==> src/rtl/cjm_pkg.sv <==
// Shared types, constants and helpers for the card job machine.
// Used by every module under rtl except cjm_ram; depends on nothing else.

package cjm_pkg;

	localparam int MEM_WORDS_DEF   = 100;
	localparam int CARD_WORDS_DEF  = 10;
	localparam int QUEUE_DEPTH_DEF = 2;

	localparam int WORD_W = 32;
	localparam int ADDR_W = 7;
	localparam int PD_WORDS = 10;

	localparam logic [ADDR_W-1:0] IC_MAX = 7'd127;
	localparam logic [3:0] PD_LAST = 4'(PD_WORDS - 1);

	localparam logic [WORD_W-1:0] STARS = 32'h2A2A2A2A;

	localparam logic [7:0] CH_0 = 8'h30;
	localparam logic [7:0] CH_9 = 8'h39;
	localparam logic [7:0] CH_B = 8'h42;
	localparam logic [7:0] CH_C = 8'h43;
	localparam logic [7:0] CH_D = 8'h44;
	localparam logic [7:0] CH_G = 8'h47;
	localparam logic [7:0] CH_H = 8'h48;
	localparam logic [7:0] CH_L = 8'h4C;
	localparam logic [7:0] CH_P = 8'h50;
	localparam logic [7:0] CH_R = 8'h52;
	localparam logic [7:0] CH_S = 8'h53;
	localparam logic [7:0] CH_T = 8'h54;

	// Input mode codes.
	localparam logic [2:0] MODE_JOB   = 3'd0;
	localparam logic [2:0] MODE_PROG  = 3'd1;
	localparam logic [2:0] MODE_BEGIN = 3'd2;
	localparam logic [2:0] MODE_DATA  = 3'd3;
	localparam logic [2:0] MODE_STEP  = 3'd4;

	// Result kind codes.
	localparam logic [2:0] KIND_ACK         = 3'd0;
	localparam logic [2:0] KIND_WORD        = 3'd1;
	localparam logic [2:0] KIND_AWAIT       = 3'd2;
	localparam logic [2:0] KIND_HALT        = 3'd3;
	localparam logic [2:0] KIND_BAD_OPERAND = 3'd4;
	localparam logic [2:0] KIND_BAD_OPCODE  = 3'd5;
	localparam logic [2:0] KIND_IGNORED     = 3'd6;

	typedef enum logic [2:0] {
		CMD_JOB,
		CMD_PROG,
		CMD_BEGIN,
		CMD_DATA,
		CMD_STEP,
		CMD_IGNORE
	} cmd_t;

	typedef struct packed {
		cmd_t               cmd;
		logic [WORD_W-1:0]  word;
		logic               last;
	} q_item_t;

	typedef enum logic [1:0] {
		PH_LOAD,
		PH_EXEC,
		PH_WAIT,
		PH_STOP
	} phase_t;

	typedef enum logic [2:0] {
		BK_IDLE,
		BK_DECODE,
		BK_OPER,
		BK_PD_RD,
		BK_PD_OUT
	} bk_state_t;

	function automatic logic is_digit(input logic [7:0] ch);
		return (ch >= CH_0) && (ch <= CH_9);
	endfunction

	function automatic cmd_t classify(input logic [2:0] mode);
		cmd_t c;
		case (mode)
			MODE_JOB:   c = CMD_JOB;
			MODE_PROG:  c = CMD_PROG;
			MODE_BEGIN: c = CMD_BEGIN;
			MODE_DATA:  c = CMD_DATA;
			MODE_STEP:  c = CMD_STEP;
			default:    c = CMD_IGNORE;
		endcase
		return c;
	endfunction

endpackage

==> src/rtl/cjm_ram.sv <==
// Generic single-write, single-read RAM with a registered read port.
// Stand-alone; no package needed.

module cjm_ram #(
	parameter int WIDTH = 32,
	parameter int DEPTH = 100,
	localparam int AW = (DEPTH > 1) ? $clog2(DEPTH) : 1
) (
	input  logic             clk,
	input  logic             we,
	input  logic [AW-1:0]    waddr,
	input  logic [WIDTH-1:0] wdata,
	input  logic             re,
	input  logic [AW-1:0]    raddr,
	output logic [WIDTH-1:0] rdata
);

	logic [WIDTH-1:0] mem_q [DEPTH];
	logic [WIDTH-1:0] rdata_q;

	always_ff @(posedge clk) begin
		if (we) begin
			mem_q[waddr] <= wdata;
		end
		if (re) begin
			rdata_q <= mem_q[raddr];
		end
	end

	assign rdata = rdata_q;

endmodule

==> src/rtl/cjm_front.sv <==
// Front end: takes input words, classifies the mode into a command and
// holds it in one register stage. Depends on cjm_pkg.

module cjm_front import cjm_pkg::*; (
	input  logic              clk,
	input  logic              arst_n,
	input  logic              item_valid,
	output logic              item_ready,
	input  logic [2:0]        mode,
	input  logic [WORD_W-1:0] card_word,
	input  logic              last_of_card,
	output logic              q_valid,
	input  logic              q_ready,
	output q_item_t           q_item
);

	logic    item_v_s1;
	q_item_t item_s1;

	assign item_ready = !item_v_s1 || q_ready;
	assign q_valid    = item_v_s1;
	assign q_item     = item_s1;

	always_ff @(posedge clk or negedge arst_n) begin
		if (!arst_n) begin
			item_v_s1 <= 1'b0;
		end else if (item_ready) begin
			item_v_s1 <= item_valid;
		end
	end

	always_ff @(posedge clk) begin
		if (item_valid && item_ready) begin
			item_s1.cmd  <= classify(mode);
			item_s1.word <= card_word;
			item_s1.last <= last_of_card;
		end
	end

endmodule

==> src/rtl/cjm_fifo.sv <==
// Short command queue between the front end and the execution back end.
// Depends on cjm_pkg for the queued word type.

module cjm_fifo import cjm_pkg::*; #(
	parameter int DEPTH = QUEUE_DEPTH_DEF,
	localparam int PW = (DEPTH > 1) ? $clog2(DEPTH) : 1,
	localparam int CW = $clog2(DEPTH + 1)
) (
	input  logic    clk,
	input  logic    arst_n,
	input  logic    push_valid,
	output logic    push_ready,
	input  q_item_t push_item,
	output logic    pop_valid,
	input  logic    pop_ready,
	output q_item_t pop_item
);

	localparam logic [PW-1:0] PTR_LAST = PW'(DEPTH - 1);
	localparam logic [CW-1:0] CNT_FULL = CW'(DEPTH);

	q_item_t        entry_q [DEPTH];
	logic [PW-1:0]  wr_ptr_q;
	logic [PW-1:0]  rd_ptr_q;
	logic [CW-1:0]  cnt_q;
	logic           do_push;
	logic           do_pop;

	assign push_ready = (cnt_q != CNT_FULL);
	assign pop_valid  = (cnt_q != '0);
	assign pop_item   = entry_q[rd_ptr_q];
	assign do_push    = push_valid && push_ready;
	assign do_pop     = pop_valid && pop_ready;

	always_ff @(posedge clk or negedge arst_n) begin
		if (!arst_n) begin
			wr_ptr_q <= '0;
			rd_ptr_q <= '0;
			cnt_q    <= '0;
		end else begin
			if (do_push) begin
				wr_ptr_q <= (wr_ptr_q == PTR_LAST) ? '0 : wr_ptr_q + 1'b1;
			end
			if (do_pop) begin
				rd_ptr_q <= (rd_ptr_q == PTR_LAST) ? '0 : rd_ptr_q + 1'b1;
			end
			if (do_push && !do_pop) begin
				cnt_q <= cnt_q + 1'b1;
			end else if (do_pop && !do_push) begin
				cnt_q <= cnt_q - 1'b1;
			end
		end
	end

	always_ff @(posedge clk) begin
		if (do_push) begin
			entry_q[wr_ptr_q] <= push_item;
		end
	end

endmodule

==> src/rtl/cjm_back.sv <==
// Back end: executes queued commands against main memory and the machine
// registers, and drives the result register. Depends on cjm_pkg, cjm_ram.

module cjm_back import cjm_pkg::*; #(
	parameter int MEM_WORDS  = MEM_WORDS_DEF,
	parameter int CARD_WORDS = CARD_WORDS_DEF
) (
	input  logic              clk,
	input  logic              arst_n,
	input  logic              q_valid,
	output logic              q_ready,
	input  q_item_t           q_item,
	output logic              result_valid,
	input  logic              result_ready,
	output logic [2:0]        kind,
	output logic [WORD_W-1:0] out_word,
	output logic              last
);

	localparam int AW = (MEM_WORDS > 1) ? $clog2(MEM_WORDS) : 1;
	localparam int CNT_W = $clog2(CARD_WORDS + 1);
	localparam logic [ADDR_W-1:0] MEM_LIM = ADDR_W'(MEM_WORDS);
	localparam logic [ADDR_W-1:0] CARD_SPAN = ADDR_W'(CARD_WORDS);
	localparam logic [CNT_W-1:0] CARD_MAX = CNT_W'(CARD_WORDS);

	bk_state_t state_q, state_d;
	phase_t    phase_q, phase_d;

	logic [WORD_W-1:0]    gr_q, gr_d;
	logic [ADDR_W-1:0]    ic_q, ic_d;
	logic                 flag_q, flag_d;
	logic [3:0]           lp_tens_q, lp_tens_d;
	logic [3:0]           lp_ones_q, lp_ones_d;
	logic [CNT_W-1:0]     cnt_q, cnt_d;
	logic [ADDR_W-1:0]    rt_q, rt_d;
	logic [MEM_WORDS-1:0] valid_q, valid_d;
	logic                 is_cr_q, is_cr_d;
	logic [ADDR_W-1:0]    pd_addr_q, pd_addr_d;
	logic [3:0]           pd_i_q, pd_i_d;
	logic                 rd_star_q;
	logic                 out_v_q, out_v_d;
	logic [2:0]           kind_q, kind_d;
	logic [WORD_W-1:0]    word_q, word_d;
	logic                 last_q, last_d;

	logic                 can_emit;
	logic                 we_c, re_c, ram_we;
	logic [ADDR_W-1:0]    waddr_c, raddr_c;
	logic [WORD_W-1:0]    wdata_c;
	logic [WORD_W-1:0]    ram_rdata, rdata_eff;
	logic [ADDR_W-1:0]    lp_val;
	logic [CNT_W-1:0]     cnt_inc;
	logic [ADDR_W-1:0]    pad_lo, pad_hi;
	logic [7:0]           c0, c1, c2, c3;
	logic [ADDR_W-1:0]    op;

	assign can_emit = !out_v_q || result_ready;

	// Load pointer is kept as tens and ones so that rounding up needs no divide.
	assign lp_val = {lp_tens_q, 3'b000} + {2'b00, lp_tens_q, 1'b0} + {3'b000, lp_ones_q};

	assign cnt_inc = (cnt_q < CARD_MAX) ? cnt_q + 1'b1 : cnt_q;
	assign pad_lo  = rt_q + ADDR_W'(cnt_inc);
	assign pad_hi  = rt_q + CARD_SPAN;

	assign rdata_eff = rd_star_q ? STARS : ram_rdata;
	assign c0 = rdata_eff[31:24];
	assign c1 = rdata_eff[23:16];
	assign c2 = rdata_eff[15:8];
	assign c3 = rdata_eff[7:0];
	assign op = {c2[3:0], 3'b000} + {2'b00, c2[3:0], 1'b0} + {3'b000, c3[3:0]};

	assign ram_we = we_c && (waddr_c < MEM_LIM);

	cjm_ram #(
		.WIDTH(WORD_W),
		.DEPTH(MEM_WORDS)
	) u_mem (
		.clk  (clk),
		.we   (ram_we),
		.waddr(waddr_c[AW-1:0]),
		.wdata(wdata_c),
		.re   (re_c),
		.raddr(raddr_c[AW-1:0]),
		.rdata(ram_rdata)
	);

	always_comb begin
		state_d   = state_q;
		phase_d   = phase_q;
		gr_d      = gr_q;
		ic_d      = ic_q;
		flag_d    = flag_q;
		lp_tens_d = lp_tens_q;
		lp_ones_d = lp_ones_q;
		cnt_d     = cnt_q;
		rt_d      = rt_q;
		valid_d   = valid_q;
		is_cr_d   = is_cr_q;
		pd_addr_d = pd_addr_q;
		pd_i_d    = pd_i_q;
		out_v_d   = out_v_q && !result_ready;
		kind_d    = kind_q;
		word_d    = word_q;
		last_d    = last_q;
		q_ready   = 1'b0;
		we_c      = 1'b0;
		waddr_c   = lp_val;
		wdata_c   = q_item.word;
		re_c      = 1'b0;
		raddr_c   = ic_q;

		case (state_q)
			BK_IDLE: begin
				if (q_valid && q_item.cmd == CMD_STEP && phase_q == PH_EXEC) begin
					q_ready = 1'b1;
					re_c    = 1'b1;
					raddr_c = ic_q;
					ic_d    = (ic_q == IC_MAX) ? ic_q : ic_q + 1'b1;
					state_d = BK_DECODE;
				end else if (q_valid && can_emit) begin
					q_ready = 1'b1;
					out_v_d = 1'b1;
					kind_d  = KIND_ACK;
					word_d  = '0;
					last_d  = 1'b1;
					case (q_item.cmd)
						CMD_JOB: begin
							valid_d   = '0;
							gr_d      = STARS;
							ic_d      = '0;
							flag_d    = 1'b0;
							lp_tens_d = '0;
							lp_ones_d = '0;
							cnt_d     = '0;
							rt_d      = '0;
							phase_d   = PH_LOAD;
						end
						CMD_PROG: begin
							if (phase_q != PH_LOAD) begin
								kind_d = KIND_IGNORED;
							end else begin
								if (cnt_q < CARD_MAX && lp_val < MEM_LIM) begin
									we_c    = 1'b1;
									waddr_c = lp_val;
									if (lp_ones_q == 4'd9) begin
										lp_ones_d = '0;
										lp_tens_d = lp_tens_q + 1'b1;
									end else begin
										lp_ones_d = lp_ones_q + 1'b1;
									end
								end
								cnt_d = cnt_inc;
								if (q_item.last) begin
									if (lp_ones_d != '0) begin
										lp_tens_d = lp_tens_d + 1'b1;
										lp_ones_d = '0;
									end
									cnt_d = '0;
								end
							end
						end
						CMD_BEGIN: begin
							if (phase_q != PH_LOAD) begin
								kind_d = KIND_IGNORED;
							end else begin
								ic_d    = '0;
								cnt_d   = '0;
								phase_d = PH_EXEC;
							end
						end
						CMD_DATA: begin
							if (phase_q != PH_WAIT) begin
								kind_d = KIND_IGNORED;
							end else begin
								if (cnt_q < CARD_MAX) begin
									we_c    = 1'b1;
									waddr_c = rt_q + ADDR_W'(cnt_q);
								end
								cnt_d = cnt_inc;
								if (q_item.last) begin
									// Padding with '*' is the same as marking the rest of
									// the card area as never written.
									for (int e = 0; e < MEM_WORDS; e++) begin
										if (ADDR_W'(e) >= pad_lo && ADDR_W'(e) < pad_hi) begin
											valid_d[e] = 1'b0;
										end
									end
									cnt_d   = '0;
									phase_d = PH_EXEC;
								end
							end
						end
						default: begin
							kind_d = KIND_IGNORED;
						end
					endcase
				end
			end

			BK_DECODE: begin
				// The fetched word stays on the RAM output until the next read.
				if (can_emit) begin
					state_d = BK_IDLE;
					word_d  = '0;
					last_d  = 1'b1;
					kind_d  = KIND_ACK;
					out_v_d = 1'b1;
					if (c0 == CH_H) begin
						phase_d = PH_STOP;
						kind_d  = KIND_HALT;
					end else if (!is_digit(c2) || !is_digit(c3)) begin
						phase_d = PH_STOP;
						kind_d  = KIND_BAD_OPERAND;
					end else if (c0 == CH_G && c1 == CH_D) begin
						rt_d    = op;
						cnt_d   = '0;
						phase_d = PH_WAIT;
						kind_d  = KIND_AWAIT;
					end else if (c0 == CH_P && c1 == CH_D) begin
						out_v_d   = out_v_q && !result_ready;
						kind_d    = kind_q;
						word_d    = word_q;
						last_d    = last_q;
						pd_addr_d = op;
						pd_i_d    = '0;
						state_d   = BK_PD_RD;
					end else if ((c0 == CH_L || c0 == CH_C) && c1 == CH_R) begin
						out_v_d = out_v_q && !result_ready;
						kind_d  = kind_q;
						word_d  = word_q;
						last_d  = last_q;
						re_c    = 1'b1;
						raddr_c = op;
						is_cr_d = (c0 == CH_C);
						state_d = BK_OPER;
					end else if (c0 == CH_S && c1 == CH_R) begin
						we_c    = 1'b1;
						waddr_c = op;
						wdata_c = gr_q;
					end else if (c0 == CH_B && c1 == CH_T) begin
						if (flag_q) begin
							ic_d = op;
						end
					end else begin
						phase_d = PH_STOP;
						kind_d  = KIND_BAD_OPCODE;
					end
				end
			end

			BK_OPER: begin
				if (can_emit) begin
					if (is_cr_q) begin
						flag_d = (gr_q == rdata_eff);
					end else begin
						gr_d = rdata_eff;
					end
					out_v_d = 1'b1;
					kind_d  = KIND_ACK;
					word_d  = '0;
					last_d  = 1'b1;
					state_d = BK_IDLE;
				end
			end

			BK_PD_RD: begin
				re_c    = 1'b1;
				raddr_c = pd_addr_q + ADDR_W'(pd_i_q);
				state_d = BK_PD_OUT;
			end

			BK_PD_OUT: begin
				if (can_emit) begin
					out_v_d = 1'b1;
					kind_d  = KIND_WORD;
					word_d  = rdata_eff;
					last_d  = (pd_i_q == PD_LAST);
					if (pd_i_q == PD_LAST) begin
						state_d = BK_IDLE;
					end else begin
						pd_i_d  = pd_i_q + 1'b1;
						state_d = BK_PD_RD;
					end
				end
			end

			default: begin
				state_d = BK_IDLE;
			end
		endcase

		if (ram_we) begin
			valid_d[waddr_c[AW-1:0]] = 1'b1;
		end
	end

	always_ff @(posedge clk or negedge arst_n) begin
		if (!arst_n) begin
			state_q   <= BK_IDLE;
			phase_q   <= PH_LOAD;
			gr_q      <= STARS;
			ic_q      <= '0;
			flag_q    <= 1'b0;
			lp_tens_q <= '0;
			lp_ones_q <= '0;
			cnt_q     <= '0;
			rt_q      <= '0;
			valid_q   <= '0;
			is_cr_q   <= 1'b0;
			pd_addr_q <= '0;
			pd_i_q    <= '0;
			rd_star_q <= 1'b1;
			out_v_q   <= 1'b0;
			kind_q    <= KIND_ACK;
			word_q    <= '0;
			last_q    <= 1'b0;
		end else begin
			state_q   <= state_d;
			phase_q   <= phase_d;
			gr_q      <= gr_d;
			ic_q      <= ic_d;
			flag_q    <= flag_d;
			lp_tens_q <= lp_tens_d;
			lp_ones_q <= lp_ones_d;
			cnt_q     <= cnt_d;
			rt_q      <= rt_d;
			valid_q   <= valid_d;
			is_cr_q   <= is_cr_d;
			pd_addr_q <= pd_addr_d;
			pd_i_q    <= pd_i_d;
			out_v_q   <= out_v_d;
			kind_q    <= kind_d;
			word_q    <= word_d;
			last_q    <= last_d;
			if (re_c) begin
				// Words past the end of memory and words never written read as "****".
				rd_star_q <= (raddr_c < MEM_LIM) ? !valid_q[raddr_c[AW-1:0]] : 1'b1;
			end
		end
	end

	assign result_valid = out_v_q;
	assign kind         = kind_q;
	assign out_word     = word_q;
	assign last         = last_q;

endmodule

==> src/rtl/card_job_machine_cpu.sv <==
// Card job machine: front stage, command queue and execution back end.
// Each word passes the front stage register and the command queue; the back end answers
// card, begin, job start and ignored words from idle, a step goes through decode, LR and CR
// add an operand read, and each PD word needs its own read and output state. The back end
// takes no new command until its state machine is back in idle; it has one RAM port.
// Reset clears all control state; memory reads as "****" through per-word valid bits.
// Depends on cjm_pkg, cjm_front, cjm_fifo, cjm_back, cjm_ram.

module card_job_machine_cpu import cjm_pkg::*; #(
	parameter int MEM_WORDS   = MEM_WORDS_DEF,
	parameter int CARD_WORDS  = CARD_WORDS_DEF,
	parameter int QUEUE_DEPTH = QUEUE_DEPTH_DEF
) (
	input  logic              clk,
	input  logic              arst_n,
	input  logic              item_valid,
	output logic              item_ready,
	input  logic [2:0]        mode,
	input  logic [WORD_W-1:0] card_word,
	input  logic              last_of_card,
	output logic              result_valid,
	input  logic              result_ready,
	output logic [2:0]        kind,
	output logic [WORD_W-1:0] out_word,
	output logic              last
);

	logic    fr_valid, fr_ready;
	q_item_t fr_item;
	logic    bk_valid, bk_ready;
	q_item_t bk_item;

	cjm_front u_front (
		.clk         (clk),
		.arst_n      (arst_n),
		.item_valid  (item_valid),
		.item_ready  (item_ready),
		.mode        (mode),
		.card_word   (card_word),
		.last_of_card(last_of_card),
		.q_valid     (fr_valid),
		.q_ready     (fr_ready),
		.q_item      (fr_item)
	);

	cjm_fifo #(
		.DEPTH(QUEUE_DEPTH)
	) u_fifo (
		.clk       (clk),
		.arst_n    (arst_n),
		.push_valid(fr_valid),
		.push_ready(fr_ready),
		.push_item (fr_item),
		.pop_valid (bk_valid),
		.pop_ready (bk_ready),
		.pop_item  (bk_item)
	);

	cjm_back #(
		.MEM_WORDS (MEM_WORDS),
		.CARD_WORDS(CARD_WORDS)
	) u_back (
		.clk         (clk),
		.arst_n      (arst_n),
		.q_valid     (bk_valid),
		.q_ready     (bk_ready),
		.q_item      (bk_item),
		.result_valid(result_valid),
		.result_ready(result_ready),
		.kind        (kind),
		.out_word    (out_word),
		.last        (last)
	);

endmodule

==> config.mk <==
export PLATFORM = sky130hd
export DESIGN_NAME = card_job_machine_cpu
export DESIGN_NICKNAME = d
export VERILOG_FILES = /design/src/rtl/cjm_pkg.sv /design/src/rtl/cjm_ram.sv /design/src/rtl/cjm_front.sv /design/src/rtl/cjm_fifo.sv /design/src/rtl/cjm_back.sv /design/src/rtl/card_job_machine_cpu.sv
export SDC_FILE = /design/constraint.sdc
export NUM_CORES = 2
export LEC_CHECK = 0
export BUFFER_PORTS_ARGS = -buffer_cell sky130_fd_sc_hd__buf_2
export CORE_UTILIZATION = 30
export CTS_CLUSTER_DIAMETER = 120
export DETAILED_ROUTE_END_ITERATION = 10
export GPL_TIMING_DRIVEN = 0
export PLACE_DENSITY = 0.49
export RECOVER_POWER = 25
export SLEW_MARGIN = 25
export SYNTH_ARGS = -nofsm -noshare
export SYNTH_HDL_FRONTEND = slang
export SYNTH_HIERARCHICAL = 1
export SYNTH_SLANG_ARGS = --single-unit
==> constraint.sdc <==
create_clock -name clk -period 19.7 [get_ports clk]
set_input_delay 0.985 -clock clk [delete_from_list [all_inputs] [get_ports clk]]
set_output_delay 0.985 -clock clk [all_outputs]
set_load 0.05 [all_outputs]
[Yosys cells after proc, flatten, opt, wreduce, memory -nomap -nowiden]
Memories as Yosys holds them, arrays and structs flattened. A register that Yosys moved wholly into a read port is not among the register bits.
Cells that the tools add are included.
Storage, ports and cells
  bits in registers: 255
  RAM bits: 3272
  input port bits: 40
  logic and storage cells: 810
  memories kept: 2
Cells by class
  add/subtract/negate cells: 18
  order comparisons: 211
  eq/ne operators: 64
  mux-type cells: 327
  bitwise logic cells: 6
  reduce and logical (&&, ||, !) cells: 157
Memories
  u_back.u_mem.mem_q: words 100, width 32, read ports 1, clocked after Yosys merged registers in 1, wr ports 1, RTL line cjm_ram.sv:18  | logic [WIDTH-1:0] mem_q [DEPTH];
  u_fifo.entry_q: words 2, width 36, read ports 1, clocked after Yosys merged registers in 0, wr ports 1, RTL line cjm_fifo.sv:22  | q_item_t entry_q [DEPTH];
Operators with widths (number)
  two-way mux 32 bit: 24
  two-way mux 100 bit: 6
  two-way mux 7 bit: 38
  greater-or-equal comparator 7 bit, first input constant: 36
  < comparator 7 bit, first input constant: 36
  greater-or-equal comparator 6 x 7 -> 1 bit, first input constant: 32
  < comparator 6 x 7 -> 1 bit, first input constant: 32
  one-hot mux 100 bit (2 select lines): 1
  two-way mux 1 bit: 156
  two-way mux 4 bit: 38
  one-hot mux 32 bit (4 select lines): 1
  logical AND 1 bit: 119
  greater-or-equal comparator 5 x 7 -> 1 bit, first input constant: 16
  < comparator 5 x 7 -> 1 bit, first input constant: 16
  OR 100 bit: 1
  equality test 8 x 7 -> 1 bit, second input constant: 10
  one-hot mux 7 bit (2 select lines): 5
  one-hot mux 32 bit (2 select lines): 1
  two-way mux 3 bit: 21
  greater-or-equal comparator 4 x 7 -> 1 bit, first input constant: 8
  < comparator 4 x 7 -> 1 bit, first input constant: 8
  adder 7 x 4 -> 7 bit: 5
  two-way mux 2 bit: 17
  equality test 32 bit: 1
  60 further kinds: 155

[Longest topological paths before layout]
  word-level depth: 17
  gate-level depth with buffers: 25
  gate-level depth less buffers: 21

[Hierarchy]
Netlist, hierarchy kept.
By module, submodules not included
  cjm_ram: times used 1, cells an instance 5217, area each 123151.9 µm², sequential area each 97053.1 µm²
  cjm_back: times used 1, cells an instance 1924, area each 15285.9 µm², sequential area each 5371.4 µm²
  cjm_fifo: times used 1, cells an instance 130, area each 2941.6 µm², sequential area each 2262.2 µm²
  cjm_front: times used 1, cells an instance 43, area each 1152.4 µm², sequential area each 1106.1 µm²

[Worst setup path after synthesis]
Ideal clock, no wire load.
  path kind: register to register
  from: register u_back.rd_star_q
  to: memory u_back.u_mem.mem_q[81][0], enable pin
  data arrival time: 6.138 ns
  data required time: 19.239 ns
  path slack: 13.102 ns
  cell stages (with the launch flop): 17
  clock period less this slack: 6.598 ns
  cell sequence: dfstp_2 > clkbuf_1 > inv_1 > clkbuf_1 > nand2_1 > inv_1 > fa_1 > inv_1 > fa_1 > xor2_1 > mux2i_1 > o221ai_1 > inv_1 > or3_4 > a31oi_4 > nand4_1 > nor3_1
Between the ends
  cells in the longest elaborated chain, start to end: 15
  elaborated cells between the ends (all ways): 45
  classes of those cells: 2 x add/sub; 5 x order compare; 8 x eq/ne; 19 x mux; 11 x reduce/logical
RTL lines
  from (decl): RTL line cjm_back.sv:40  | logic rd_star_q;
  from (signal assigned): RTL line cjm_back.sv:338  | rd_star_q <= (raddr_c < MEM_LIM) ? !valid_q[raddr_c[AW-1:0]] : 1'b1;
  two-way mux 32 bit *: RTL line cjm_back.sv:66  | assign rdata_eff = rd_star_q ? STARS : ram_rdata;
  adder 7 x 5 -> 7 bit (tied with other cells): RTL line cjm_back.sv:71  | assign op = {c2[3:0], 3'b000} + {2'b00, c2[3:0], 1'b0} + {3'b000, c3[3:0]};
  adder 7 x 4 -> 7 bit (tied with other cells): RTL line cjm_back.sv:71
  two-way mux 7 bit / logical AND 1 bit (equally long branches): RTL line cjm_back.sv:237, cjm_back.sv:228
  two-way mux 7 bit: RTL line cjm_back.sv:228  | end else if ((c0 == CH_L || c0 == CH_C) && c1 == CH_R) begin
  two-way mux 7 bit: RTL line cjm_back.sv:220  | end else if (c0 == CH_P && c1 == CH_D) begin
  two-way mux 7 bit: RTL line cjm_back.sv:215  | end else if (c0 == CH_G && c1 == CH_D) begin
  two-way mux 7 bit: RTL line cjm_back.sv:212  | end else if (!is_digit(c2) || !is_digit(c3)) begin
  two-way mux 7 bit *: RTL line cjm_back.sv:209  | if (c0 == CH_H) begin
  two-way mux 7 bit *: RTL line cjm_back.sv:203  | if (can_emit) begin
  one-hot mux 7 bit (2 select lines) *: RTL line cjm_back.sv:113  | case (state_q)
  named net u_back.waddr_c[4]: RTL line cjm_back.sv:48  | logic [ADDR_W-1:0] waddr_c, raddr_c;
  < comparator 7 bit *: RTL line cjm_back.sv:73  | assign ram_we = we_c && (waddr_c < MEM_LIM);
  logical AND 1 bit *: RTL line cjm_back.sv:73
  named net u_back.ram_we: RTL line cjm_back.sv:47  | logic we_c, re_c, ram_we;
  two-way mux 1 bit *: RTL line cjm_ram.sv:22  | if (we) begin
  two-way mux 1 bit (not written as such) *: RTL line cjm_ram.sv:23  | mem_q[waddr] <= wdata;
  to (decl): RTL line cjm_ram.sv:18
Mark *: on every way through the listed nets, which the timed path passes. The rest lies on a longest branch.

[Worst setup path after layout]
  from: register u_back.rd_star_q
  to: register u_back.u_mem.rdata_q[27] (netlist: u_back/u_mem/rdata[27]) (read register of u_back.u_mem.mem_q) (data pin)
Between the ends
  elaborated cells between the ends (all ways): 37
  classes of those cells: 2 x add/sub; 4 x order compare; 7 x eq/ne; 15 x mux; 9 x reduce/logical
RTL lines
  two-way mux 32 bit *: RTL line cjm_back.sv:66
  adder 7 x 5 -> 7 bit: RTL line cjm_back.sv:71
  adder 7 x 4 -> 7 bit *: RTL line cjm_back.sv:71
  named net u_back.op[2]: RTL line cjm_back.sv:55  | logic [ADDR_W-1:0] op;
  two-way mux 7 bit *: RTL line cjm_back.sv:228
  two-way mux 7 bit *: RTL line cjm_back.sv:220
  two-way mux 7 bit *: RTL line cjm_back.sv:215
  two-way mux 7 bit *: RTL line cjm_back.sv:212
  two-way mux 7 bit *: RTL line cjm_back.sv:209
  two-way mux 7 bit *: RTL line cjm_back.sv:203
  one-hot mux 7 bit (2 select lines) *: RTL line cjm_back.sv:113
  named net u_back.raddr_c[2]: RTL line cjm_back.sv:48
  to (decl): RTL line cjm_ram.sv:19  | logic [WIDTH-1:0] rdata_q;
Marked as above.
A chain may end at the register's enable or synchronous reset.

==> run metrics <==
Startpoint Class=flop; largest net degree at the start of global routing=101; setup bufs post-CTS=0; Max Buffers Root-to-Sink=4; Slew @ Worst Pin=5.58 ns; IO Pins=78; gpl congestion=0.941; setup violators final=0; total negative slack=0 ns; clock latency on the worst-skew pair=1.03 ns; layout cells sized above 1=0.257; status=finished with violations; Worst R2R Path Depth=19; Async SR Flop Fraction=0.0615; Reg2Reg Launch Point=u_back/rd_star_q; Reg area=106000 sq um; Core ar.=472000 sq um; hold buffers post-CTS=0; drt initial violations=12380; Global Route Usage Sum=0.225; Final Skew=0.101 ns; Hold Vio Cnt, Final=0; DIE AREA=478000 sq um; Peak VDD IR=0.000106 V; part of the power in registers=0.363; crit end category=flop; initial antenna violation count=34; P&R area growth vs syn=19.5%; r2r setup slk=9.51 ns; vias in the first global route=80272; EDFF count, synth=3340; DRT Pass-1 Iters=7; Pint=16600 uW; Required @ worst endpoint=20.21 ns; post-synthesis sequential area ratio=0.742; number of routed nets with antenna violations=0; critical path arrival=10.70 ns; Worst path depth=19; Port Buffers=77; CTS Buf Count=377; post-DR vias/cell=5.62; Post-Syn Area=143000 sq um; post-synthesis cell count=7314; Setup CP Type=reg2reg; Pwr Density=157 nW/um^2; Slowest cell on crit path=clkinv_1; Mapped Nets=7403; Synth Warn #=6; Nets=8158; post-layout util=0.361; CP endpoint=u_back/u_mem/rdata[27]; CP dominant cell by count=clkbuf_1; clk root buf=clkbuf_16; Post-CTS Resized=0; Period minus WS final=10.19 ns; H-tree lvl count=5; CP startpoint=u_back/rd_star_q; fin crit share=0.517; multi-input logic area=35300 sq um; Leak=0.0534 uW; die height=691 um; # fillers=43447; Comb pwr share=0.367; Post-synth top flop=edfxtp_1; RSZ-0062 raised after global routing=no; row cnt=252; Crit path max-delay family=buffers and inverters; clock network power share=0.270; final wirelength=550000 um; failing checks=max-capacitance violations, max-slew violations; Reg2Reg Capture Point=u_back/u_mem/rdata[27]; TritonCTS sink count=3559; CTS tree=yes; max-slew violations=2135; global-route wire length before repair=729000 um; Die Wd=691 um; Distinct cells, synth=99; switching part of the total=0.378; Critical Path Max Stage Delay=1.10 ns; Vias=82101; Synth Register Bits=3559; Post-route DRC=0; Clock transition at path regs=0.06 ns; CP Cell Sequence=clkbuf_1, clkbuf_1, clkbuf_1, or2_2, ha_1, ha_1, or3_1, mux2_2, o21bai_1, clkinv_1, buf_2, buf_4, buf_4, buf_2, clkbuf_2, a211oi_1, a211oi_1, a21oi_1, a31oi_2; Hold Path Class=in2reg; overflow left after global routing=0; initial core utilization=0.302; Crit Path Max Fanout=11; worst path bufs/invs=9; fmax=0.0981 GHz; MaxCap Viol Count=33; switching power=10100 uW; slew margin rel.=-2.72; Post-DP HPWL=397000 um; DR WL/cell=37.7 um; post-synthesis area per instance=19.5 sq um
==> power by group through the flow <==
stage          combinational, uW  sequential [uW]  clock (uW)
3_5_place_dp                9780             9730           0
5_1_grt                     9930             9730        7590
3_3_place_gp                9160             9840           0
6_report                    9810             9710        7210
4_1_cts                     9790             9570        7320
2_1_floorplan               4740             9710           0
==> area by class of cell <==
cell class	count	area share
antenna	13	0.000191
clock buffer	452	0.0579
tap	6223	0.0457
multi-input combinational	3275	0.207
inverter	67	0.00149
clock inverter	228	0.0142
sequential	3559	0.621
buffer	413	0.0129
timing repair buffer	376	0.0397
==> kinds of logic after synthesis <==
group,count (synthesis),synth area share
flops,3559,0.742
mux,1142,0.155
compound gates,1079,0.0473
simple gates,947,0.0304
buf+inv,480,0.0166
xor+xnor,58,0.00356
fa+ha+maj,49,0.00467
==> state kept, by name (all words and copies together), names as in the netlist, 7 cells and up <==
signal / cells
u_back/u_mem/mem_q: 3200
u_back/valid_q: 100
u_fifo/entry_q: 72
u_front/q_item: 36
u_back/gr_q: 32
u_back/out_word: 32
u_back/u_mem/rdata: 32
u_back/ic_q: 7
u_back/pd_addr_q: 7
u_back/rt_q: 7
==> layer usage <==
metal	up-vias	GRT usage	wire (um)
li1	31753	-	-
met1	44599	0.291	212000
met2	4661	0.350	249000
met3	1078	0.0546	53700
met4	10	0.119	36100
met5	-	0.00180	173
==> how the worst min path moves through the flow <==
| stage | startpoint | to | depth (start not counted) |
|---|---|---|---|
| 6_report | card_word[18] | u_front/q_item[19] | 1 |
| 5_1_grt | card_word[17] | u_front/q_item[18] | 1 |
| 4_1_cts | arst_n | u_back/valid_q[22] | 1 |
| 3_5_place_dp | u_front/q_item[34] | u_fifo/entry_q[0][34] | 0 |
| 3_3_place_gp | u_front/q_item[33] | u_fifo/entry_q[0][33] | 0 |
| 2_1_floorplan | u_front/q_item[0] | u_fifo/entry_q[0][0] | 0 |
==> cell usage after synthesis (all sizes together) (47+ instances only) <==
cell type / n / area (sq um)
mux2i: 214 / 2140
o21ai: 396 / 1980
nand3: 90 / 450
edfxtp: 3340 / 100000
nor2b: 47 / 294
nand2: 327 / 1240
a211oi: 51 / 388
a22oi: 82 / 616
clkbuf: 218 / 818
dfrtp: 206 / 5150
mux4: 837 / 18900
inv: 64 / 243
mux2: 91 / 1130
nor2: 304 / 1140
a31oi: 72 / 465
a21oi: 208 / 1040
buf: 195 / 1290
==> through the flow <==
stage	total power, uW	std cells	hold WS, ns	worst slack [ns]	cell area (sq um)
after floorplan	14500	7314	0.421	13.10	143000
after global placement	19000	13614	0.442	7.38	151000
after detailed placement	19500	13906	0.433	9.74	159000
after CTS	26700	14586	0.00418	9.69	171000
after global routing	27200	14594	0.178	7.68	170000
final	26700	14606	0.214	9.51	170000
==> cells in the final DEF, fill, tap and decap left out, types with 31 or more instances in the layout <==
master,instances
buf_16,152
a22oi_1,82
nor2b_1,47
clkbuf_1,277
buf_2,128
inv_1,60
buf_6,32
buf_12,91
mux4_2,837
a21oi_1,204
bufinv_16,44
o21ai_1,113
clkbuf_2,74
mux2_1,32
clkinv_2,60
nand2_1,323
nor2_1,201
a211oi_1,50
dfrtp_1,206
a31oi_1,64
xnor2_1,31
clkbuf_16,381
mux2i_1,214
edfxtp_1,3340
clkinv_1,97
nor2_4,98
nand3_1,90
buf_4,68
ha_1,42
o21ai_0,281
Power figures use the tool's default switching activity.
